`src/design/ebalu_pkg.sv`:
```
`timescale 1ns / 1ps
`default_nettype none
// ----------------------------------------------------------------------------
// ebalu_pkg: shared types and constants for the eight-bit ALU pipeline
// Operation codes, flag bit positions and the stage-to-stage payload structs.
// ----------------------------------------------------------------------------
package ebalu_pkg;

    typedef enum logic [3:0] {
        CMD_INC8  = 4'd0,
        CMD_DEC8  = 4'd1,
        CMD_INC16 = 4'd2,
        CMD_DEC16 = 4'd3,
        CMD_ADD16 = 4'd4,
        CMD_ADD   = 4'd5,
        CMD_SUB   = 4'd6,
        CMD_ADC   = 4'd7,
        CMD_SBC   = 4'd8,
        CMD_SCF   = 4'd9,
        CMD_CCF   = 4'd10,
        CMD_CPL   = 4'd11,
        CMD_DAA   = 4'd12
    } cmd_t;

    // flag byte bit positions
    localparam int unsigned FLAG_S  = 7;
    localparam int unsigned FLAG_Z  = 6;
    localparam int unsigned FLAG_H  = 4;
    localparam int unsigned FLAG_PV = 2;
    localparam int unsigned FLAG_N  = 1;
    localparam int unsigned FLAG_C  = 0;

    localparam logic [3:0] CYC_SHORT = 4'd4;
    localparam logic [3:0] CYC_WORD  = 4'd6;
    localparam logic [3:0] CYC_LONG  = 4'd11;

    // decoded word, leaving the decode stage
    typedef struct packed {
        cmd_t        cmd;
        logic [7:0]  acc;
        logic [7:0]  flags;
        logic [7:0]  operand;
        logic [7:0]  byte_b;     // +1 or -1 for inc8/dec8
        logic [7:0]  alu_b;      // operand, inverted for subtraction
        logic        alu_cin;
        logic        alu_sub;
        logic [15:0] wide_dest;
        logic [15:0] wide_b;     // +1, -1 or wide source
        logic        from_memory;
        logic [7:0]  daa_corr;
        logic        daa_hi;
    } dec_t;

    // adder results, leaving the execute stage
    typedef struct packed {
        cmd_t        cmd;
        logic [7:0]  acc;
        logic [7:0]  flags;
        logic        from_memory;
        logic [7:0]  alu_r;
        logic        alu_c;
        logic        alu_h;
        logic        alu_pv;
        logic [7:0]  byte_r;
        logic [15:0] word_r;
        logic        word_c;
        logic        word_h;
        logic [7:0]  daa_r;
        logic        daa_hi;
    } exe_t;

endpackage
`default_nettype wire

```
`src/design/ebalu_decode.sv`:
```
`timescale 1ns / 1ps
`default_nettype none
// ----------------------------------------------------------------------------
// ebalu_decode: first pipeline stage
// Capture the input word and prepare adder operands, carry-in and DAA
// correction for the execute stage.
// ----------------------------------------------------------------------------
module ebalu_decode (
    input  wire logic           clk,
    input  wire logic           rst_n,
    input  wire logic           load,
    input  wire logic [3:0]     cmd,
    input  wire logic [7:0]     acc_in,
    input  wire logic [7:0]     flags_in,
    input  wire logic [7:0]     operand,
    input  wire logic [15:0]    wide_dest,
    input  wire logic [15:0]    wide_src,
    input  wire logic           from_memory,
    output logic                dec_valid,
    output ebalu_pkg::dec_t     dec
);
    import ebalu_pkg::*;

    dec_t dec_next;
    dec_t dec_reg;
    logic valid_reg;
    logic corr_lo;

    always_comb
    begin
        dec_next             = '0;
        dec_next.cmd         = cmd_t'(cmd);
        dec_next.acc         = acc_in;
        dec_next.flags       = flags_in;
        dec_next.operand     = operand;
        dec_next.wide_dest   = wide_dest;
        dec_next.from_memory = from_memory;
        dec_next.byte_b      = (cmd_t'(cmd) == CMD_DEC8) ? 8'hFF : 8'h01;

        unique case (cmd_t'(cmd))
            CMD_ADC:
            begin
                dec_next.alu_b   = operand;
                dec_next.alu_cin = flags_in[FLAG_C];
            end
            CMD_SUB:
            begin
                dec_next.alu_b   = ~operand;
                dec_next.alu_cin = 1'b1;
                dec_next.alu_sub = 1'b1;
            end
            CMD_SBC:
            begin
                dec_next.alu_b   = ~operand;
                dec_next.alu_cin = ~flags_in[FLAG_C];
                dec_next.alu_sub = 1'b1;
            end
            default:
            begin
                dec_next.alu_b   = operand;
            end
        endcase

        unique case (cmd_t'(cmd))
            CMD_INC16: dec_next.wide_b = 16'h0001;
            CMD_DEC16: dec_next.wide_b = 16'hFFFF;
            default:   dec_next.wide_b = wide_src;
        endcase

        // 0x06 for the low digit, 0x60 for the high digit
        corr_lo = flags_in[FLAG_H] || (acc_in[3:0] > 4'd9);
        dec_next.daa_hi   = flags_in[FLAG_C] || (acc_in > 8'h99);
        dec_next.daa_corr = {1'b0, dec_next.daa_hi, dec_next.daa_hi, 1'b0,
                             1'b0, corr_lo, corr_lo, 1'b0};
    end

    always_ff @(posedge clk or negedge rst_n)
    begin
        if (!rst_n)
        begin
            valid_reg <= 1'b0;
        end
        else
        begin
            valid_reg <= load;
        end
    end

    always_ff @(posedge clk)
    begin
        if (load)
        begin
            dec_reg <= dec_next;
        end
    end

    assign dec_valid = valid_reg;
    assign dec       = dec_reg;

endmodule
`default_nettype wire

```
`src/design/ebalu_exec.sv`:
```
`timescale 1ns / 1ps
`default_nettype none
// ----------------------------------------------------------------------------
// ebalu_exec: second pipeline stage
// Run the 8-bit, 16-bit, inc/dec and DAA adders and register raw flag terms.
// ----------------------------------------------------------------------------
module ebalu_exec (
    input  wire logic           clk,
    input  wire logic           rst_n,
    input  wire logic           dec_valid,
    input  wire ebalu_pkg::dec_t dec,
    output logic                exe_valid,
    output ebalu_pkg::exe_t     exe
);
    import ebalu_pkg::*;

    exe_t        exe_next;
    exe_t        exe_reg;
    logic        valid_reg;
    logic [8:0]  alu_sum;
    logic [4:0]  nib_sum;
    logic [16:0] word_sum;
    logic [12:0] low12_sum;

    always_comb
    begin
        alu_sum   = {1'b0, dec.acc} + {1'b0, dec.alu_b} + {8'd0, dec.alu_cin};
        nib_sum   = {1'b0, dec.acc[3:0]} + {1'b0, dec.alu_b[3:0]} + {4'd0, dec.alu_cin};
        word_sum  = {1'b0, dec.wide_dest} + {1'b0, dec.wide_b};
        low12_sum = {1'b0, dec.wide_dest[11:0]} + {1'b0, dec.wide_b[11:0]};

        exe_next             = '0;
        exe_next.cmd         = dec.cmd;
        exe_next.acc         = dec.acc;
        exe_next.flags       = dec.flags;
        exe_next.from_memory = dec.from_memory;
        exe_next.alu_r       = alu_sum[7:0];
        // a carry out of the inverted-operand add means no borrow
        exe_next.alu_c       = alu_sum[8] ^ dec.alu_sub;
        exe_next.alu_h       = nib_sum[4] ^ dec.alu_sub;
        exe_next.alu_pv      = (dec.acc[7] ^ alu_sum[7]) & (dec.alu_b[7] ^ alu_sum[7]);
        exe_next.byte_r      = dec.operand + dec.byte_b;
        exe_next.word_r      = word_sum[15:0];
        exe_next.word_c      = word_sum[16];
        exe_next.word_h      = low12_sum[12];
        exe_next.daa_r       = dec.flags[FLAG_N] ? (dec.acc - dec.daa_corr)
                                                 : (dec.acc + dec.daa_corr);
        exe_next.daa_hi      = dec.daa_hi;
    end

    always_ff @(posedge clk or negedge rst_n)
    begin
        if (!rst_n)
        begin
            valid_reg <= 1'b0;
        end
        else
        begin
            valid_reg <= dec_valid;
        end
    end

    always_ff @(posedge clk)
    begin
        if (dec_valid)
        begin
            exe_reg <= exe_next;
        end
    end

    assign exe_valid = valid_reg;
    assign exe       = exe_reg;

endmodule
`default_nettype wire

```
`src/design/ebalu_flags.sv`:
```
`timescale 1ns / 1ps
`default_nettype none
// ----------------------------------------------------------------------------
// ebalu_flags: third pipeline stage
// Select results per operation, assemble the flag byte and register outputs.
// ----------------------------------------------------------------------------
module ebalu_flags (
    input  wire logic           clk,
    input  wire logic           rst_n,
    input  wire logic           exe_valid,
    input  wire ebalu_pkg::exe_t exe,
    output logic                done,
    output logic [7:0]          acc_out,
    output logic [7:0]          byte_result,
    output logic [15:0]         word_result,
    output logic [7:0]          flags_out,
    output logic [3:0]          cycle_count
);
    import ebalu_pkg::*;

    logic        done_reg;
    logic [7:0]  acc_next,   acc_reg;
    logic [7:0]  byte_next,  byte_reg;
    logic [15:0] word_next,  word_reg;
    logic [7:0]  flags_next, flags_reg;
    logic [3:0]  cyc_next,   cyc_reg;

    always_comb
    begin
        acc_next   = exe.acc;
        byte_next  = 8'd0;
        word_next  = 16'd0;
        flags_next = exe.flags;
        cyc_next   = CYC_SHORT;

        unique case (exe.cmd)
            CMD_INC8, CMD_DEC8:
            begin
                byte_next             = exe.byte_r;
                flags_next[FLAG_S]    = exe.byte_r[7];
                flags_next[FLAG_Z]    = (exe.byte_r == 8'h00);
                if (exe.cmd == CMD_INC8)
                begin
                    flags_next[FLAG_H]  = (exe.byte_r[3:0] == 4'h0);
                    flags_next[FLAG_PV] = (exe.byte_r == 8'h80);
                    flags_next[FLAG_N]  = 1'b0;
                end
                else
                begin
                    flags_next[FLAG_H]  = (exe.byte_r[3:0] == 4'hF);
                    flags_next[FLAG_PV] = (exe.byte_r == 8'h7F);
                    flags_next[FLAG_N]  = 1'b1;
                end
                cyc_next = exe.from_memory ? CYC_LONG : CYC_SHORT;
            end
            CMD_INC16, CMD_DEC16:
            begin
                word_next = exe.word_r;
                cyc_next  = CYC_WORD;
            end
            CMD_ADD16:
            begin
                word_next          = exe.word_r;
                flags_next[FLAG_C] = exe.word_c;
                flags_next[FLAG_H] = exe.word_h;
                flags_next[FLAG_N] = 1'b0;
                cyc_next           = CYC_LONG;
            end
            CMD_ADD, CMD_ADC, CMD_SUB, CMD_SBC:
            begin
                acc_next            = exe.alu_r;
                flags_next[FLAG_S]  = exe.alu_r[7];
                flags_next[FLAG_Z]  = (exe.alu_r == 8'h00);
                flags_next[FLAG_H]  = exe.alu_h;
                flags_next[FLAG_PV] = exe.alu_pv;
                flags_next[FLAG_C]  = exe.alu_c;
                flags_next[FLAG_N]  = (exe.cmd == CMD_SUB) || (exe.cmd == CMD_SBC);
            end
            CMD_SCF:
            begin
                flags_next[FLAG_C] = 1'b1;
                flags_next[FLAG_H] = 1'b0;
                flags_next[FLAG_N] = 1'b0;
            end
            CMD_CCF:
            begin
                flags_next[FLAG_H] = exe.flags[FLAG_C];
                flags_next[FLAG_C] = ~exe.flags[FLAG_C];
                flags_next[FLAG_N] = 1'b0;
            end
            CMD_CPL:
            begin
                acc_next           = ~exe.acc;
                flags_next[FLAG_H] = 1'b1;
                flags_next[FLAG_N] = 1'b1;
            end
            CMD_DAA:
            begin
                acc_next           = exe.daa_r;
                flags_next[FLAG_C] = exe.flags[FLAG_C] | exe.daa_hi;
                flags_next[FLAG_S] = exe.daa_r[7];
                flags_next[FLAG_Z] = (exe.daa_r == 8'h00);
            end
            default:
            begin
                // unused codes pass accumulator and flags through
                acc_next = exe.acc;
            end
        endcase
    end

    always_ff @(posedge clk or negedge rst_n)
    begin
        if (!rst_n)
        begin
            done_reg <= 1'b0;
        end
        else
        begin
            done_reg <= exe_valid;
        end
    end

    always_ff @(posedge clk)
    begin
        if (exe_valid)
        begin
            acc_reg   <= acc_next;
            byte_reg  <= byte_next;
            word_reg  <= word_next;
            flags_reg <= flags_next;
            cyc_reg   <= cyc_next;
        end
    end

    assign done        = done_reg;
    assign acc_out     = acc_reg;
    assign byte_result = byte_reg;
    assign word_result = word_reg;
    assign flags_out   = flags_reg;
    assign cycle_count = cyc_reg;

endmodule
`default_nettype wire

```
`src/design/eight_bit_cpu_alu_with_flags.sv`:
```
`timescale 1ns / 1ps
`default_nettype none
// ----------------------------------------------------------------------------
// eight_bit_cpu_alu_with_flags: pipelined eight-bit CPU ALU with flag byte
// Executes inc/dec on bytes and words, 16-bit add, add/adc/sub/sbc, scf, ccf,
// cpl and daa, returning new accumulator, byte/word results, flags and the
// instruction T-state count.
// ----------------------------------------------------------------------------
//
//  channel   handshake            payload
//  --------  -------------------  --------------------------------------------
//  command   start / busy         cmd acc_in flags_in operand wide_dest
//                                 wide_src from_memory
//  result    done (one cycle)     acc_out byte_result word_result flags_out
//                                 cycle_count
//
//  A word is taken on every edge where start is high and busy is low; busy
//  stays low, so one word can enter every cycle.
//  Each result passes the decode, execute (adders) and flag assembly
//  stages in that order; flag assembly drives the output register.
//  The receiver cannot stall; each result shows for one cycle with done.
//  Reset clears the valid bits of all three stages; no word in flight
//  survives reset.
//
module eight_bit_cpu_alu_with_flags (
    input  wire logic        clk,
    input  wire logic        rst_n,
    input  wire logic        start,
    output logic             busy,
    input  wire logic [3:0]  cmd,
    input  wire logic [7:0]  acc_in,
    input  wire logic [7:0]  flags_in,
    input  wire logic [7:0]  operand,
    input  wire logic [15:0] wide_dest,
    input  wire logic [15:0] wide_src,
    input  wire logic        from_memory,
    output logic             done,
    output logic [7:0]       acc_out,
    output logic [7:0]       byte_result,
    output logic [15:0]      word_result,
    output logic [7:0]       flags_out,
    output logic [3:0]       cycle_count
);
    import ebalu_pkg::*;

    logic dec_valid;
    dec_t dec;
    logic exe_valid;
    exe_t exe;
    logic accept;

    // every stage advances every cycle, so there is never back-pressure
    assign busy   = 1'b0;
    assign accept = start && !busy;

    // stage 1: capture command, pick adder operands and DAA correction
    ebalu_decode u_decode (
        .clk         (clk),
        .rst_n       (rst_n),
        .load        (accept),
        .cmd         (cmd),
        .acc_in      (acc_in),
        .flags_in    (flags_in),
        .operand     (operand),
        .wide_dest   (wide_dest),
        .wide_src    (wide_src),
        .from_memory (from_memory),
        .dec_valid   (dec_valid),
        .dec         (dec)
    );

    // stage 2: run all adders in parallel
    ebalu_exec u_exec (
        .clk       (clk),
        .rst_n     (rst_n),
        .dec_valid (dec_valid),
        .dec       (dec),
        .exe_valid (exe_valid),
        .exe       (exe)
    );

    // stage 3: select per operation and drive the result register
    ebalu_flags u_flags (
        .clk         (clk),
        .rst_n       (rst_n),
        .exe_valid   (exe_valid),
        .exe         (exe),
        .done        (done),
        .acc_out     (acc_out),
        .byte_result (byte_result),
        .word_result (word_result),
        .flags_out   (flags_out),
        .cycle_count (cycle_count)
    );

    // every accepted command produces a result on done
    a_accept_to_done : assert property (@(posedge clk) disable iff (!rst_n)
        accept |-> ##3 done)
        else $error("accepted command produced no result");

    // no result without an earlier accepted command
    a_done_has_cmd : assert property (@(posedge clk) disable iff (!rst_n)
        done |-> $past(accept, 3))
        else $error("result without a matching command");

    // only three T-state counts exist
    a_cycle_legal : assert property (@(posedge clk) disable iff (!rst_n)
        done |-> (cycle_count == CYC_SHORT || cycle_count == CYC_WORD ||
                  cycle_count == CYC_LONG))
        else $error("illegal cycle count");

    // an operation writes a byte result or a word result, never both
    a_one_result : assert property (@(posedge clk) disable iff (!rst_n)
        done |-> (byte_result == 8'd0 || word_result == 16'd0))
        else $error("byte and word results both written");

endmodule
`default_nettype wire
```
`config.mk`:
```
export PLATFORM = sky130hd
export DESIGN_NAME = eight_bit_cpu_alu_with_flags
export DESIGN_NICKNAME = d
export VERILOG_FILES = /design/src/design/ebalu_pkg.sv /design/src/design/ebalu_decode.sv /design/src/design/ebalu_exec.sv /design/src/design/ebalu_flags.sv /design/src/design/eight_bit_cpu_alu_with_flags.sv
export SDC_FILE = /design/constraint.sdc
export NUM_CORES = 1
export LEC_CHECK = 0
export ABC_AREA = 1
export BUFFER_PORTS_ARGS = -buffer_cell sky130_fd_sc_hd__buf_2
export CORE_ASPECT_RATIO = 1.2
export CORE_MARGIN = 5
export CORE_UTILIZATION = 58
export DETAILED_ROUTE_END_ITERATION = 6
export PLACE_DENSITY = 0.85
export SYNTH_ARGS = -nofsm -noshare
export SYNTH_HDL_FRONTEND = slang
export SYNTH_SLANG_ARGS = --single-unit
```
`constraint.sdc`:
```
create_clock -name clk -period 2.7 [get_ports clk]
set_input_delay 0.135 -clock clk [delete_from_list [all_inputs] [get_ports clk]]
set_output_delay 0.135 -clock clk [all_outputs]
set_load 0.05 [all_outputs]
```
==> flow_metrics.tcl, run 1 <==
set metrics [dict create \
    place.gp.congestion 0.894 \
    stdcell_area_sq_mm 0.0106 \
    powerDensity_mw_per_mm2 709 \
    htree_levels 4 \
    power_mw 7.51 \
    dp_hpwl_mm 12.2 \
    clkPwrFrac_pct 31.9 \
    grt_pass1_wl_mm 30.5 \
    synth_cells 777 \
    die_w_um 121 \
    drtPass1Iterations 6 \
    drc 0 \
    via_per_inst 5.22 \
    port_buffers 108 \
    ys_types 39 \
    worst_slew_pin_slew_ps 946 \
    fp.dieH_um 144 \
    largest_reg_flops 74 \
    min_period_ps 2140 \
    r2r_slack_ps 560 \
    place_area_sq_mm 0.00943 \
    yosysSeqAreaShare_pct 64.5 \
    max_cap_viol_count 0 \
    die-area_sq_mm 0.0174 \
    row_count 48 \
    synthSimpleGateAreaFrac_pct 16.4 \
    hold_viol_final 0 \
    final_antenna_net_count 0 \
    clock-sinks 186 \
    muxShareOfSynthArea_pct 0 \
    synth_top_family_by_area "simple AND/OR/NAND/NOR gates" \
    syn_nets 883 \
    num_vias 6116 \
    yosys_register_bits 186 \
    netlist_area_sq_mm 0.00864 \
    fin_setup_tns_ps 0 \
    fmax_ghz 0.468 \
    ios 110 \
    report.final.slew_viol_count 0 \
    path_class "reg -> reg" \
    synth_warnings 0 \
    grt_use_total_pct 22.8 \
    worstSkewPairLatency_ps 430 \
    avgSynthCellArea_sq_um 11.1 \
    design.final.nets 1066 \
    final_common_cell "nand2_1" \
    rsz0062_at_grt "false" \
    final_cell_mix "206 x nand2_1, 183 x edfxtp_1, 112 x inv_1" \
    cts.clk_slew.worst_paths_ps 70 \
    switching_power_mw 2.10 \
    setup_viol 0 \
    p_seq_share_pct 50.1 \
    outcome "finished clean" \
    p_int_mw 5.42 \
    leakagePower_nw 4.87 \
    cts_tree "done" \
    setup_ws_ps 563 \
    finalClockSkew_ps 15.1 \
    nFillCells 993 \
    synth-xor-area-share_pct 3.24 \
    routedWlPerCell_um 16.3 \
    cp.required_ps 2870 \
    synth_compound_area_share_pct 3.75 \
    p_sw_share_pct 27.9 \
    arrival_ps 2310 \
    numCtsBuffers 17 \
    area_growth_pct 22.7 \
    ff2ff_path_depth 6 \
    antenna_found_initial 0 \
    p_comb_share_pct 18.0 \
    endpoint_kind "flip-flop" \
    yosys.area_share.adder_pct 6.52 \
    overflow 0 \
    cp_max_fo 4 \
    cts_root_buf "clkbuf_16" \
    period_share_pct 79.1 \
    grt_pass1_vias 5946 \
    antenna_cells 0 \
    layout-drive-gt1-share_pct 15.9 \
    cts.path.max_buffers 2 \
    slew_headroom_pct 36.9 \
    cp-start-kind "flip-flop" \
    hold_class "in -> async" \
    dp_slack_ps 640 \
    wl_mm 19.0 \
    dr.first_iter.drc_count 575 \
    grt_max_degree 76 \
    core-area_sq_mm 0.0145 \
    ctsResizeCount 0 \
    peakVddDrop_v 0.000433 \
    initial_core_util_pct 59.4 \
]
[power groups by stage]
stage               Combinational (mW)  Sequential, mW  Clock [mW]
floorplan                        0.744            3.92           0
global placement                  1.18            3.80           0
detailed placement                1.23            3.82           0
CTS                               1.32            3.76        2.42
global route                      1.51            3.79        2.55
finish                            1.35            3.76        2.40
[metrics by stage]
stage                     hold WS [ps]  util (%)  instances
after global routing              17.4      72.9       1171
after global placement           -65.8      64.9       1080
final                             31.7      72.9       1171
after detailed placement         -64.8      64.9       1080
after floorplan                   -161         -        777
after CTS                        0.647      72.9       1171
[synth_stat cells]
| master | n | area share, % |
|---|---|---|
| nand2_1 | 206 | 9.0 |
| edfxtp_1 | 183 | 64 |
| inv_1 | 112 | 4.9 |
| nor2_1 | 60 | 2.6 |
| ha_1 | 37 | 5.4 |
| nand3_1 | 29 | 1.7 |
| xor2_1 | 25 | 2.5 |
| a21oi_1 | 23 | 1.3 |
| o21ai_0 | 14 | 0.81 |
| nand4_1 | 13 | 0.94 |
| nand3b_1 | 8 | 0.70 |
| nor3_1 | 8 | 0.46 |
| xnor2_1 | 7 | 0.71 |
| fa_1 | 5 | 1.2 |
| a21o_1 | 4 | 0.35 |
| inv_2 | 4 | 0.17 |
| nor2_2 | 4 | 0.29 |
| a31oi_1 | 3 | 0.22 |
| dfrtp_1 | 3 | 0.87 |
| o22ai_1 | 3 | 0.22 |
| or2_2 | 3 | 0.22 |
| a22oi_1 | 2 | 0.17 |
| buf_2 | 2 | 0.12 |
| buf_4 | 2 | 0.17 |
| clkbuf_1 | 2 | 0.087 |
| nand2_2 | 2 | 0.14 |
| a211oi_1 | 1 | 0.087 |
| a21boi_0 | 1 | 0.087 |
| a22oi_2 | 1 | 0.14 |
| and2_1 | 1 | 0.072 |
| buf_6 | 1 | 0.13 |
| conb_1 | 1 | 0.043 |
| nor3_4 | 1 | 0.19 |
| nor4_1 | 1 | 0.072 |
| o2111ai_1 | 1 | 0.10 |
| o211ai_1 | 1 | 0.087 |
| o21ai_1 | 1 | 0.058 |
| o21bai_1 | 1 | 0.087 |
| or2_0 | 1 | 0.072 |
[worst max-delay path, stage by stage, from the launching register on]
cell	delay, ps
edfxtp_1	400
fa_1	490
fa_1	440
nand3_1	110
nand2_1	130
a21oi_1	210
xnor2_1	90
[repair_timing]
item	4_1_cts	5_1_grt
setup buffers	0	0
endpoints found under the hold margin	63	0
hold buffers	61	0
[layer usage]
layer	GRT usage, %	wire length, um	up-vias
met2	38.6	9610	278
li1	-	-	2966
met1	29.7	7640	2824
met5	0	0	-
met3	3.50	1270	48
met4	9.44	523	0
[path summary, 6_finish.rpt]
check	start	to
min	rst_n	u_flags.done$_DFF_PN0_
max	u_decode.dec[43]$_DFFE_PP_	u_exec.exe[44]$_DFFE_PP_
min in group clk	wide_src[11]	u_decode.dec[21]$_DFFE_PP_
min reg2reg	u_decode.dec[71]$_DFFE_PP_	u_exec.exe[50]$_DFFE_PP_
max reg2reg	u_decode.dec[43]$_DFFE_PP_	u_exec.exe[44]$_DFFE_PP_
max in group asynchronous	rst_n	u_exec.exe_valid$_DFF_PN0_
[area by class of cell]
| class | count | area, sq um | share of cell area [%] |
|---|---|---|---|
| Clock buffer | 18 | 429 | 4.05 |
| Multi-Input combinational cell | 468 | 2590 | 24.4 |
| Inverter | 116 | 435 | 4.11 |
| Sequential cell | 186 | 5570 | 52.6 |
| Tap cell | 200 | 250 | 2.36 |
| Timing Repair Buffer | 171 | 1190 | 11.2 |
| Clock inverter | 12 | 128 | 1.20 |
[logic make-up (layout without fill, tap and decap cells)]
logic type                 Yosys count  in the layout
AOI/OAI and AO/OA                   56             56
other                                1              1
adders and majority gates           42             42
xor gates and xnor gates            32             32
and+or+nand+nor                    337            337
buffers and inverters              123            317
DFF                                186            186
Power figures use the tool's default switching activity.
==> run 2, diff against run 1 <==
==> constraint.sdc (replaced) <==
create_clock -name clk -period 2.2 [get_ports clk]
set_input_delay 0.11 -clock clk [delete_from_list [all_inputs] [get_ports clk]]
set_output_delay 0.11 -clock clk [all_outputs]
set_load 0.05 [all_outputs]
==> flow_metrics.tcl, run 2 (synthesized netlist as in run 1, its figures left out) <==
set metrics [dict create \
    num_vias 6059 \
    rsz0062_at_grt "false" \
    report.final.slew_viol_count 0 \
    worstSkewPairLatency_ps 430 \
    peakVddDrop_v 0.00101 \
    outcome "finished clean" \
    die-area_sq_mm 0.0174 \
    die_w_um 121 \
    antenna_found_initial 0 \
    fin_setup_tns_ps 0 \
    hold_slack_ps 65.6 \
    hold_class "in -> reg" \
    cp.required_ps 2380 \
    setup_viol 0 \
    min_period_ps 2100 \
    clock-sinks 186 \
    core-area_sq_mm 0.0145 \
    powerDensity_mw_per_mm2 872 \
    dp_hpwl_mm 12.3 \
    cts_tree "done" \
    period_share_pct 95.4 \
    switching_power_mw 2.54 \
    via_per_inst 5.14 \
    port_buffers 108 \
    cts_setup_buffers 0 \
    stdcell_area_sq_mm 0.0107 \
    overflow 0 \
    row_count 48 \
    grt_pass1_wl_mm 28.7 \
    wl_mm 17.9 \
    finalClockSkew_ps 13.0 \
    initial_core_util_pct 59.4 \
    hold_viol_final 0 \
    final_common_cell "nand2_1" \
    fmax_ghz 0.477 \
    cts.clk_slew.worst_paths_ps 70 \
    p_comb_share_pct 17.7 \
    grt_use_total_pct 21.5 \
    routedWlPerCell_um 15.2 \
    largest_reg_flops 74 \
    arrival_ps 2280 \
    drc 0 \
    fp.dieH_um 144 \
    design.final.nets 1072 \
    drtPass1Iterations 5 \
    cp_max_fo 4 \
    leakagePower_nw 4.92 \
    nFillCells 964 \
    cp-start-kind "flip-flop" \
    final_cell_mix "206 x nand2_1, 183 x edfxtp_1, 112 x inv_1" \
    area_growth_pct 23.9 \
    place_area_sq_mm 0.00947 \
    p_int_mw 6.79 \
    ios 110 \
    cts.path.max_buffers 2 \
    p_sw_share_pct 27.2 \
    final_antenna_net_count 0 \
    setup_ws_ps 102 \
    max_cap_viol_count 0 \
    path_class "reg -> reg" \
    antenna_cells 0 \
    cts_root_buf "clkbuf_16" \
    dp_slack_ps 99.2 \
    grt_max_degree 61 \
    p_seq_share_pct 49.4 \
    dr.first_iter.drc_count 438 \
    endpoint_kind "flip-flop" \
    numCtsBuffers 17 \
    clkPwrFrac_pct 33.0 \
    layout-drive-gt1-share_pct 16.5 \
    grt_pass1_vias 5891 \
    place.gp.congestion 0.887 \
    htree_levels 4 \
]
-- run 2: metal layers --
metal / share of wire [%] / GRT usage (%)
met3: 6.0 / 5.00
met2: 49 / 35.5
met5: 0 / 0
met4: 2.1 / 7.79
met1: 42 / 28.0
-- run 2: area by class of cell --
cell class | count | area (sq um) | area share, %
Multi-Input combinational cell | 468 | 2590 | 24.2
Clock buffer | 18 | 429 | 4.01
Clock inverter | 13 | 168 | 1.57
Inverter | 116 | 435 | 4.07
Tap cell | 200 | 250 | 2.34
Sequential cell | 186 | 5570 | 52.1
Timing Repair Buffer | 177 | 1250 | 11.7
-- run 2: final timing paths --
path | from | to | slack, ps | depth (start not counted)
max | u_decode.dec[43]$_DFFE_PP_ | u_exec.exe[37]$_DFFE_PP_ | 100 | 7
min | start | u_decode.dec_valid$_DFF_PN0_ | 70 | 1
max reg2reg | u_decode.dec[43]$_DFFE_PP_ | u_exec.exe[37]$_DFFE_PP_ | 100 | 7
min reg2reg | u_decode.dec[73]$_DFFE_PP_ | u_exec.exe[52]$_DFFE_PP_ | 420 | 0
max in group asynchronous | rst_n | u_exec.exe_valid$_DFF_PN0_ | 1440 | 3
min in group asynchronous | rst_n | u_flags.done$_DFF_PN0_ | 570 | 3
-- run 2: through the flow --
| stage | util (%) | cells | total power [mW] |
|---|---|---|---|
| floorplan | - | 777 | 5.72 |
| global placement | 65.2 | 1084 | 6.13 |
| detailed placement | 65.2 | 1084 | 6.20 |
| CTS | 73.6 | 1178 | 9.34 |
| global route | 73.6 | 1178 | 9.77 |
| finish | 73.6 | 1178 | 9.33 |
-- run 2: critical path: stages (launching register included) --
cell,delay [ps]
edfxtp_1,400
fa_1,480
fa_2,380
nand3_1,100
nand2_1,150
nand3_1,130
nand2_1,70
xor2_1,140
-- run 2: repair_timing --
action,4_1_cts,5_1_grt
endpoints found under the setup margin,0,1
gates resized for setup,0,1
hold endpoints to repair,74,0
hold buffers,63,0
-- run 2: power groups by stage --
stage                     Combinational (mW)  Sequential (mW)  Clock (mW)
after global routing                    1.84             4.64        3.29
after floorplan                        0.913             4.81           0
after global placement                  1.47             4.66           0
after CTS                               1.62             4.60        3.11
after detailed placement                1.52             4.68           0
final                                   1.65             4.60        3.08
==> run 3, diff against run 2 <==
--- a/config.mk
+++ b/config.mk
@@ -12,6 +12,7 @@
 export CORE_UTILIZATION = 58
 export DETAILED_ROUTE_END_ITERATION = 6
 export PLACE_DENSITY = 0.85
+export SETUP_SLACK_MARGIN = 0.4
 export SYNTH_ARGS = -nofsm -noshare
 export SYNTH_HDL_FRONTEND = slang
 export SYNTH_SLANG_ARGS = --single-unit
==> flow_metrics.tcl, run 3 (synthesized netlist as in run 1, its figures left out) <==
set metrics [dict create \
    arrival_ps 2270 \
    max_cap_viol_count 0 \
    ff2ff_path_depth 10 \
    outcome "finished clean" \
    port_buffers 108 \
    drc 0 \
    rr_endpoint "u_exec.exe[8]$_DFFE_PP_" \
    rsz0062_at_grt "true" \
    wl_mm 23.1 \
    design.final.nets 1094 \
    report.final.slew_viol_count 0 \
    grt_pass1_wl_mm 31.5 \
    antenna_cells 0 \
    cp.required_ps 2380 \
    final_common_cell "nand2_1" \
    num_vias 6684 \
    clock-sinks 186 \
    slew_headroom_pct 66.7 \
    peakVddDrop_v 0.000954 \
    worstSkewPairLatency_ps 440 \
    hold_path_startpoint "start" \
    layout-drive-gt1-share_pct 26.5 \
    r2r_slack_ps 110 \
    finalClockSkew_ps 17.0 \
    dp_hpwl_mm 12.2 \
    area_growth_pct 30.2 \
    row_count 48 \
    cts.clk_slew.worst_paths_ps 70 \
    place.gp.congestion 0.879 \
    min_period_ps 2090 \
    grt_use_total_pct 23.9 \
    min_path_cells 2 \
    overflow 0 \
    drtPass1Iterations 6 \
    nFillCells 832 \
    grt_max_degree 76 \
    ios 110 \
    dr.first_iter.drc_count 878 \
    worst_slew_pin_slew_ps 498 \
    hold_viol_final 0 \
    path_class "reg -> reg" \
    r2r_start "u_decode.dec[0]$_DFFE_PP_" \
    die-area_sq_mm 0.0174 \
    cp_max_fo 3 \
    cts_root_buf "clkbuf_16" \
    via_per_inst 5.57 \
    power_mw 9.58 \
    setup_viol 0 \
    initial_core_util_pct 59.4 \
    largest_reg_flops 74 \
    hold_class "in -> reg" \
    cts.path.max_buffers 2 \
    cp-endpoint "u_exec.exe[8]$_DFFE_PP_" \
    final_cell_mix "186 x nand2_1, 183 x edfxtp_1, 108 x inv_1, 108 x buf_2, 63 x dlygate4sd3_1" \
    numCtsBuffers 17 \
    antenna_found_initial 0 \
    period_share_pct 95.0 \
    cp-start-kind "flip-flop" \
    fmax_ghz 0.478 \
    fp.dieH_um 144 \
    core-area_sq_mm 0.0145 \
    powerDensity_mw_per_mm2 852 \
    htree_levels 4 \
    leakagePower_nw 5.03 \
    die_w_um 121 \
    cts_tree "done" \
    crit_start "u_decode.dec[0]$_DFFE_PP_" \
    fin_setup_tns_ps 0 \
    endpoint_kind "flip-flop" \
    routedWlPerCell_um 19.2 \
    final_antenna_net_count 0 \
    grt_pass1_vias 6292 \
]
run 3: changes by cell type in the layout (fill, tap and decap cells not counted), sizes merged:
cell      before  now
buf          114  136
inv          119  117
clkinvlp       1    5
bufinv         3    1
clkinv         6    7
run 3: area by class of cell:
| class | instances | area (sq um) | share of cell area [%] |
|---|---|---|---|
| sequential | 186 | 5570 | 49.5 |
| multi-input combinational | 468 | 3010 | 26.8 |
| timing repair buffer | 199 | 1420 | 12.6 |
| inverter | 116 | 435 | 3.87 |
| clock buffer | 18 | 429 | 3.81 |
| tap | 200 | 250 | 2.22 |
| clock inverter | 14 | 126 | 1.12 |
run 3: critical path, stage by stage, from the launching register on:
cell	delay, ps
edfxtp_1	450
inv_2	140
ha_2	200
o21ai_1	80
ha_1	380
nand2_4	110
inv_1	50
nand4_1	130
o211ai_1	120
nand2_1	100
nand2_1	80
run 3: worst min path at each step:
stage | to | slack [ps]
floorplan | u_decode.dec_valid$_DFF_PN0_ | -190
CTS | u_decode.dec_valid$_DFF_PN0_ | 100
detailed placement | u_flags.done$_DFF_PN0_ | -80
global placement | u_flags.done$_DFF_PN0_ | -80
finish | u_decode.dec_valid$_DFF_PN0_ | 90
global route | u_decode.dec_valid$_DFF_PN0_ | 110
run 3: what timing repair did:
action,CTS,global route
endpoints found under the setup margin,14,37
pin swaps,6,19
hold buffers,63,0
gates resized for setup,14,82
setup buffers,8,15
endpoints found under the hold margin,70,0
run 3: where the power goes:
| group | total (mW) | switching (mW) | internal, mW |
|---|---|---|---|
| clock | 2.89 | 1.33 | 1.56 |
| sequential | 4.62 | 0.215 | 4.41 |
| combinational | 2.07 | 1.29 | 0.779 |
| total | 9.58 | 2.84 | 6.74 |
run 3: routing by layer:
metal	global-route usage, %	vias up	wire (um)	part of all wire, %
met5	0	-	0	0
met4	11.5	0	1190	5.2
met3	6.22	108	2110	9.1
met2	39.0	469	11600	50
met1	30.0	3081	8210	36
li1	-	3026	-	-
run 3: metrics by stage:
stage	hold WS (ps)	util, %	worst slack [ps]	std cells	area [sq um]
2_1_floorplan	-186	-	368	777	8650
3_3_place_gp	-82.2	65.2	329	1083	9470
3_5_place_dp	-83.1	65.2	246	1083	9470
4_1_cts	103	74.0	237	1186	10800
5_1_grt	107	77.4	78.3	1201	11200
6_report	93.6	77.4	110	1201	11200
